### config.mk
export PLATFORM = sky130hd
export DESIGN_NAME = ufc_back
export DESIGN_NICKNAME = d
export VERILOG_FILES = /design/src/design/ufc_pkg.sv /design/src/design/ufc_back.sv
export VERILOG_INCLUDE_DIRS = /design/src /design/src/design
export SDC_FILE = /design/constraint.sdc
export NUM_CORES = 1
export LEC_CHECK = 0
export BUFFER_PORTS_ARGS = -buffer_cell sky130_fd_sc_hd__clkbuf_2
export CORE_UTILIZATION = 40
export DETAILED_ROUTE_END_ITERATION = 10
export GPL_TIMING_DRIVEN = 0
export PLACE_DENSITY = 0.69
export SLEW_MARGIN = 20
export SYNTH_ARGS = -nofsm -noshare
export SYNTH_HDL_FRONTEND = slang
export SYNTH_SLANG_ARGS = --single-unit
### constraint.sdc
create_clock -name aclk -period 17.9 [get_ports aclk]
set_clock_uncertainty 0.05 [all_clocks]
set_input_delay 2.685 -clock aclk [delete_from_list [all_inputs] [get_ports aclk]]
set_output_delay 2.685 -clock aclk [all_outputs]
set_load 0.02 [all_outputs]
### src/design/assert_macros.svh
// ----------------------------------------------------------------------------
// assert_macros.svh
// Shared assertion macros for the frame checker blocks.
// ----------------------------------------------------------------------------
`ifndef ASSERT_MACROS_SVH
`define ASSERT_MACROS_SVH

// Same-cycle implication, checked outside reset.
`define AST_IMPLY(label, clk, rstn, ante, cons) \
    label: assert property (@(posedge clk) disable iff (!(rstn)) (ante) |-> (cons)) \
        else $error("assertion failed: same-cycle implication");

// Next-cycle implication, checked outside reset.
`define AST_NEXT(label, clk, rstn, ante, cons) \
    label: assert property (@(posedge clk) disable iff (!(rstn)) (ante) |=> (cons)) \
        else $error("assertion failed: next-cycle implication");

`endif

### src/design/ufc_pkg.sv
// ----------------------------------------------------------------------------
// ufc_pkg
// Types, codes and helpers shared by the IPv4/UDP frame checker modules.
// ----------------------------------------------------------------------------
package ufc_pkg;

    localparam int LEN_FIELD_W   = 16;
    localparam int QUEUE_DEPTH   = 2;
    localparam int QUEUE_AW      = 1;
    localparam int QUEUE_CW      = 2;

    localparam logic [7:0]  UDP_PROTO     = 8'd17;
    localparam logic [3:0]  MIN_IHL       = 4'd5;
    localparam logic [15:0] IP_HDR_MIN    = 16'd20;
    localparam logic [15:0] UDP_HDR_BYTES = 16'd8;
    localparam logic [15:0] CKSUM_GOOD    = 16'hffff;

    typedef enum logic [2:0] {
        ST_OK        = 3'd0,
        ST_IP_SHORT  = 3'd1,
        ST_NOT_UDP   = 3'd2,
        ST_UDP_SHORT = 3'd3,
        ST_UDP_LONG  = 3'd4,
        ST_BAD_CKSUM = 3'd5
    } status_t;

    // Everything the back end needs to judge one finished frame.
    typedef struct packed {
        logic [LEN_FIELD_W-1:0] frame_len;
        logic [3:0]             header_words;
        logic [7:0]             protocol;
        logic [19:0]            pseudo_sum;
        logic [15:0]            udp_length;
        logic [15:0]            udp_check;
        logic [31:0]            segment_sum;
        logic [31:0]            port_bytes;
    } frame_rec_t;

    // Odd positions fill the low byte of a 16-bit word, even ones the high byte.
    function automatic logic [15:0] place_byte(input logic odd, input logic [7:0] b);
        place_byte = odd ? {8'h00, b} : {b, 8'h00};
    endfunction

endpackage

### src/design/ufc_back.sv
// ----------------------------------------------------------------------------
// ufc_back
// Pipelined back end: range checks, checksum total and fold, status out.
// ----------------------------------------------------------------------------
`include "assert_macros.svh"

module ufc_back (
    input  logic                aclk,
    input  logic                aresetn,
    input  logic                skip_checksum,
    input  logic                rec_valid,
    output logic                rec_ready,
    input  ufc_pkg::frame_rec_t rec_data,
    output logic                out_valid,
    input  logic                out_ready,
    output logic [2:0]          out_status
);
    import ufc_pkg::*;

    // stage 1: checks and partial sums
    logic        v1_reg;
    status_t     st1_status_reg;
    logic        st1_ck_reg;
    logic [33:0] st1_sum_a_reg;
    logic [17:0] st1_sum_b_reg;
    // stage 2: full sum
    logic        v2_reg;
    status_t     st2_status_reg;
    logic        st2_ck_reg;
    logic [33:0] st2_sum_reg;
    // stage 3: partly folded sum
    logic        v3_reg;
    status_t     st3_status_reg;
    logic        st3_ck_reg;
    logic [16:0] st3_fold_reg;
    // output register
    logic        ov_reg;
    status_t     out_status_reg;

    logic        load_o, free3, free2, free1;
    status_t     status_next;
    logic        ck_next;
    logic [15:0] len, hbytes, rem, ulen;
    logic [33:0] sum_a_next;
    logic [17:0] sum_b_next;
    logic [18:0] fold1;
    logic [16:0] fold2_next;
    logic [15:0] fold3;
    status_t     final_next;

    assign load_o = !ov_reg || out_ready;
    assign free3  = !v3_reg || load_o;
    assign free2  = !v2_reg || free3;
    assign free1  = !v1_reg || free2;
    assign rec_ready = free1;

    always_comb begin
        len    = rec_data.frame_len;
        ulen   = rec_data.udp_length;
        hbytes = 16'({rec_data.header_words, 2'b00});
        rem    = len - hbytes;
        ck_next = 1'b0;
        if (len < IP_HDR_MIN) begin
            status_next = ST_IP_SHORT;
        end else if (rec_data.protocol != UDP_PROTO) begin
            status_next = ST_NOT_UDP;
        end else if (rec_data.header_words < MIN_IHL || len < hbytes) begin
            status_next = ST_IP_SHORT;
        end else if (rem < UDP_HDR_BYTES) begin
            status_next = ST_UDP_SHORT;
        end else if (ulen > rem) begin
            status_next = ST_UDP_LONG;
        end else begin
            status_next = ST_OK;
            ck_next = !skip_checksum && (rec_data.udp_check != '0) &&
                      (rec_data.header_words == MIN_IHL);
        end

        sum_a_next = 34'(rec_data.pseudo_sum) + 34'(UDP_PROTO) + 34'(ulen)
                   + 34'(rec_data.segment_sum);
        // Port and length bytes count only inside the declared length.
        sum_b_next = '0;
        if (ulen > 16'd0) sum_b_next = sum_b_next + 18'(place_byte(1'b0, rec_data.port_bytes[31:24]));
        if (ulen > 16'd1) sum_b_next = sum_b_next + 18'(place_byte(1'b1, rec_data.port_bytes[23:16]));
        if (ulen > 16'd2) sum_b_next = sum_b_next + 18'(place_byte(1'b0, rec_data.port_bytes[15:8]));
        if (ulen > 16'd3) sum_b_next = sum_b_next + 18'(place_byte(1'b1, rec_data.port_bytes[7:0]));
        if (ulen > 16'd4) sum_b_next = sum_b_next + 18'(place_byte(1'b0, ulen[15:8]));
        if (ulen > 16'd5) sum_b_next = sum_b_next + 18'(place_byte(1'b1, ulen[7:0]));
    end

    always_comb begin
        fold1      = 19'(st2_sum_reg[15:0]) + 19'(st2_sum_reg[33:16]);
        fold2_next = 17'(fold1[15:0]) + 17'(fold1[18:16]);
        fold3      = st3_fold_reg[15:0] + 16'(st3_fold_reg[16]);
        final_next = (st3_ck_reg && fold3 != CKSUM_GOOD) ? ST_BAD_CKSUM : st3_status_reg;
    end

    always_ff @(posedge aclk) begin
        if (free1 && rec_valid) begin
            st1_status_reg <= status_next;
            st1_ck_reg     <= ck_next;
            st1_sum_a_reg  <= sum_a_next;
            st1_sum_b_reg  <= sum_b_next;
        end
        if (free2 && v1_reg) begin
            st2_status_reg <= st1_status_reg;
            st2_ck_reg     <= st1_ck_reg;
            st2_sum_reg    <= st1_sum_a_reg + 34'(st1_sum_b_reg);
        end
        if (free3 && v2_reg) begin
            st3_status_reg <= st2_status_reg;
            st3_ck_reg     <= st2_ck_reg;
            st3_fold_reg   <= fold2_next;
        end
        if (load_o && v3_reg) begin
            out_status_reg <= final_next;
        end
    end

    always_ff @(posedge aclk) begin
        if (!aresetn) begin
            v1_reg <= 1'b0;
            v2_reg <= 1'b0;
            v3_reg <= 1'b0;
            ov_reg <= 1'b0;
        end else begin
            if (free1)  v1_reg <= rec_valid;
            if (free2)  v2_reg <= v1_reg;
            if (free3)  v3_reg <= v2_reg;
            if (load_o) ov_reg <= v3_reg;
        end
    end

    assign out_valid  = ov_reg;
    assign out_status = out_status_reg;

    `AST_NEXT(a_stage1_holds, aclk, aresetn, v1_reg && !free2,
        v1_reg && $stable(st1_status_reg) && $stable(st1_sum_a_reg))
    `AST_IMPLY(a_only_ok_checked, aclk, aresetn, v1_reg && st1_ck_reg,
        st1_status_reg == ST_OK)

endmodule

==> flow_results.xml <==
<?xml version="1.0" encoding="UTF-8"?>
<metrics>
  <group name="status">
    <metric name="status" unit="">finished with violations</metric>
    <metric name="violations" unit="">DRC</metric>
  </group>
  <group name="cells_and_area">
    <metric name="fillers" unit="">2445</metric>
    <metric name="diodes" unit="">0</metric>
    <metric name="layout.cells.non_filler" unit="">1604</metric>
    <metric name="largest_reg_flops" unit="">34</metric>
    <metric name="highest_count_cells_in_the_layout_ignoring_fill_and_taps" unit="">153 x clkbuf_2, 139 x ha_1, 117 x edfxtp_1</metric>
    <metric name="seqCellArea" unit="um2">3590</metric>
    <metric name="multi_input_comb_area" unit="um2">6860</metric>
    <metric name="mostFrequentLayoutCell" unit="">clkbuf_2</metric>
    <metric name="area_growth_syn_to_layout" unit="%">18.1</metric>
    <metric name="design.final.nets" unit="">1568</metric>
    <metric name="drive_above_1_share" unit="%">16.6</metric>
  </group>
  <group name="pwr">
    <metric name="p_leak" unit="nW">5.36</metric>
    <metric name="comb_power_share" unit="%">46.2</metric>
    <metric name="clock_share_of_power" unit="%">24.4</metric>
    <metric name="power_report.internal_total" unit="mW">0.963</metric>
    <metric name="ir_worst_vdd" unit="V">0.0000721</metric>
    <metric name="power_per_cell_area" unit="nW/um2">117</metric>
    <metric name="power_switching" unit="mW">0.519</metric>
    <metric name="power_frac_seq" unit="%">29.4</metric>
    <metric name="power_switching_share" unit="%">35.0</metric>
  </group>
  <group name="sta">
    <metric name="rsz_0062_raised_after_global_routing" unit="">false</metric>
    <metric name="finalSetupViolations" unit="">0</metric>
    <metric name="fin_setup_tns" unit="ns">0</metric>
    <metric name="tightestPinTransition" unit="ns">0.693</metric>
    <metric name="finalWorstPathRequiredPeriod" unit="ns">8.85</metric>
    <metric name="post-route-worst-setup-slack" unit="ns">9.05</metric>
    <metric name="min_period_over_period" unit="%">49.5</metric>
    <metric name="slew-limit-headroom" unit="%">53.8</metric>
    <metric name="max_freq" unit="GHz">0.113</metric>
    <metric name="timing.final.max_slew_violations" unit="">0</metric>
    <metric name="holdWs" unit="ns">0.369</metric>
    <metric name="hold_violations" unit="">0</metric>
  </group>
  <group name="yosys">
    <metric name="synth.yosys.warnings" unit="">0</metric>
    <metric name="ys_dominant_reg_cell" unit="">edfxtp_1</metric>
    <metric name="synthesis.nets" unit="">1392</metric>
    <metric name="synth.yosys.seq_area_share" unit="%">33.6</metric>
    <metric name="synth_cells" unit="">1080</metric>
    <metric name="postSynthAreaPerCell" unit="um2">9.91</metric>
    <metric name="synth_edf_count" unit="">117</metric>
    <metric name="synth_area" unit="um2">10700</metric>
    <metric name="synth_async_sr_flop_share" unit="%">0</metric>
    <metric name="post_synth_num_cell_types" unit="">75</metric>
    <metric name="postSynthRegisterBits" unit="">121</metric>
  </group>
  <group name="floorplan">
    <metric name="initial_utilization" unit="%">41.0</metric>
    <metric name="core_box_area" unit="um2">26100</metric>
    <metric name="floorplan.die.height" unit="um">166</metric>
    <metric name="core_rows" unit="">59</metric>
    <metric name="io-pin-count" unit="">154</metric>
    <metric name="die_ar" unit="um2">27400</metric>
    <metric name="die_x" unit="um">166</metric>
  </group>
  <group name="setup_path">
    <metric name="critical_path.endpoint_type" unit="">register</metric>
    <metric name="worst_path_max_delay_cell" unit="">a2111oi_0</metric>
    <metric name="timing.critical_path.slowest_cell_delay" unit="ns">0.52</metric>
    <metric name="critPathLaunchType" unit="">input pin</metric>
    <metric name="worst-setup-path-type" unit="">in2reg</metric>
    <metric name="crit_required" unit="ns">17.99</metric>
    <metric name="worst-path-max-fanout" unit="">10</metric>
    <metric name="cp_data_arrival_time" unit="ns">8.94</metric>
  </group>
  <group name="route">
    <metric name="num_vias" unit="">8404</metric>
    <metric name="post-route-drc-count" unit="">2</metric>
    <metric name="route.detailed.vias_per_inst" unit="">5.24</metric>
    <metric name="routed_wl" unit="um">23600</metric>
    <metric name="drt_iter0_drc" unit="">268</metric>
    <metric name="wl_per_cell" unit="um">14.7</metric>
    <metric name="detail-route-antenna-nets" unit="">0</metric>
    <metric name="detail_route.first_pass.iterations" unit="">7</metric>
  </group>
  <group name="clock_tree">
    <metric name="cts-resized-gates" unit="">0</metric>
    <metric name="library_cell_used_as_clock_root_buffer" unit="">clkbuf_16</metric>
    <metric name="tritoncts" unit="">done</metric>
    <metric name="clkSlewWorstSetupHoldPaths" unit="ns">0.06</metric>
    <metric name="cts.hold.buffers_added" unit="">0</metric>
    <metric name="clock-sinks" unit="">121</metric>
    <metric name="cts_max_path_buffers" unit="">2</metric>
    <metric name="postCtsSetupRepairBufs" unit="">0</metric>
    <metric name="cts.htree.levels" unit="">4</metric>
    <metric name="clkLatencyLatePin" unit="ns">0.41</metric>
    <metric name="number_of_buffers_created_by_cts" unit="">17</metric>
  </group>
  <group name="placed_design">
    <metric name="pre_cts_ws" unit="ns">8.65</metric>
    <metric name="hpwl" unit="um">19600</metric>
    <metric name="numPortBuffers" unit="">153</metric>
    <metric name="place.detailed.instances" unit="">1572</metric>
    <metric name="place_congestion" unit="">0.900</metric>
  </group>
  <group name="global_route">
    <metric name="grt_use_total" unit="%">17.8</metric>
    <metric name="global_route.overflow_total" unit="">0</metric>
    <metric name="number_of_antenna_violations_at_the_first_check_in_global_routing" unit="">0</metric>
    <metric name="grt_max_degree" unit="">27</metric>
    <metric name="via_count_of_the_first_global_routing_pass" unit="">8033</metric>
    <metric name="grt_pass1_wl" unit="um">38200</metric>
  </group>
  <group name="hold_path">
    <metric name="hold_path.class" unit="">reg2reg</metric>
  </group>
  <group name="flow_run">
    <metric name="cap_violations" unit="">0</metric>
  </group>
</metrics>
## cell type report
cell class              count  area share (%)
clock inverters            14            1.61
plain buffers              11           0.396
inverters                  61            1.81
repair buffers            157            6.80
clock buffers              18            3.39
multi-input cells         887            54.3
flip-flops and latches    121            28.4
well taps                 335            3.31
## path summary, 6_finish.rpt
check / start / to / slack [ns] / depth (start not counted)
worst max-delay path: rec_data[95] / st1_sum_b_reg[17]$_DFFE_PP_ / 9.05 / 26
worst min-delay path: st1_status_reg[2]$_SDFFCE_PP0P_ / st2_status_reg[2]$_DFFE_PP_ / 0.37 / 0
worst max register to register: st2_sum_reg[0]$_DFFE_PP_ / st3_fold_reg[14]$_DFFE_PP_ / 12.31 / 22
worst min register to register: st1_status_reg[2]$_SDFFCE_PP0P_ / st2_status_reg[2]$_DFFE_PP_ / 0.37 / 0
## power by group through the flow
| stage | registers (mW) | clock network (mW) | logic, mW |
|---|---|---|---|
| detailed placement | 0.441 | 0 | 0.676 |
| CTS | 0.437 | 0.369 | 0.687 |
| finish | 0.436 | 0.362 | 0.684 |
| global route | 0.442 | 0.379 | 0.772 |
| global placement | 0.442 | 0 | 0.657 |
| floorplan | 0.434 | 0 | 0.529 |
## cells in the mapped netlist, drive strengths merged (3+ instances only)
library cell | n | area (um2)
a2111oi | 3 | 26.3
a211oi | 8 | 60.1
a21boi | 5 | 37.5
a21o | 30 | 225
a21oi | 70 | 350
a221oi | 3 | 26.3
a31oi | 11 | 68.8
and2 | 19 | 121
and3 | 10 | 62.6
and4 | 4 | 35.0
clkbuf | 9 | 33.8
dfxtp | 4 | 80.1
edfxtp | 117 | 3510
fa | 24 | 480
ha | 139 | 1740
inv | 61 | 229
mux2 | 4 | 45.0
mux2i | 6 | 60.1
nand2 | 67 | 251
nand2b | 19 | 119
nand3 | 28 | 145
nand3b | 5 | 37.5
nand4 | 18 | 113
nor2 | 71 | 269
nor2b | 26 | 163
nor3 | 19 | 100
nor3b | 5 | 42.5
nor4 | 11 | 75.1
nor4b | 4 | 35.0
o211ai | 7 | 52.6
o21a | 18 | 135
o21ai | 60 | 304
o21bai | 14 | 105
o31a | 4 | 35.0
o31ai | 4 | 30.0
or2 | 5 | 31.3
or3 | 8 | 50.1
or4 | 3 | 26.3
xnor2 | 91 | 797
xor2 | 42 | 368
## routing by layer
layer,global-route usage [%],part of all wire (%)
met5,0,0
met4,5.00,1.6
met3,2.47,2.9
met2,32.3,51
met1,21.9,44
## worst max-delay path: cells and delay by family
kind	cells	cell delay, ns
xor+xnor	1	0.14
simple gates	11	2.59
mux	1	0.23
fa+ha+maj	3	0.63
buf+inv	4	0.69
compound gates	6	1.95
## logic make-up after synthesis
family / Yosys count / share of synthesized area (%)
flops: 121 / 33.6
fa+ha+maj: 163 / 20.7
buf+inv: 72 / 2.61
compound gates: 257 / 15.4
mux: 10 / 0.982
xor+xnor: 133 / 10.9
simple gates: 324 / 15.8
## per-stage QoR
stage	utilization, %	instance area [um2]	power [mW]
floorplan	-	10700	0.964
global placement	45.5	11900	1.10
detailed placement	46.0	12000	1.12
CTS	48.4	12600	1.49
global route	48.4	12600	1.59
finish	48.4	12600	1.48
Power figures use the tool's default switching activity.
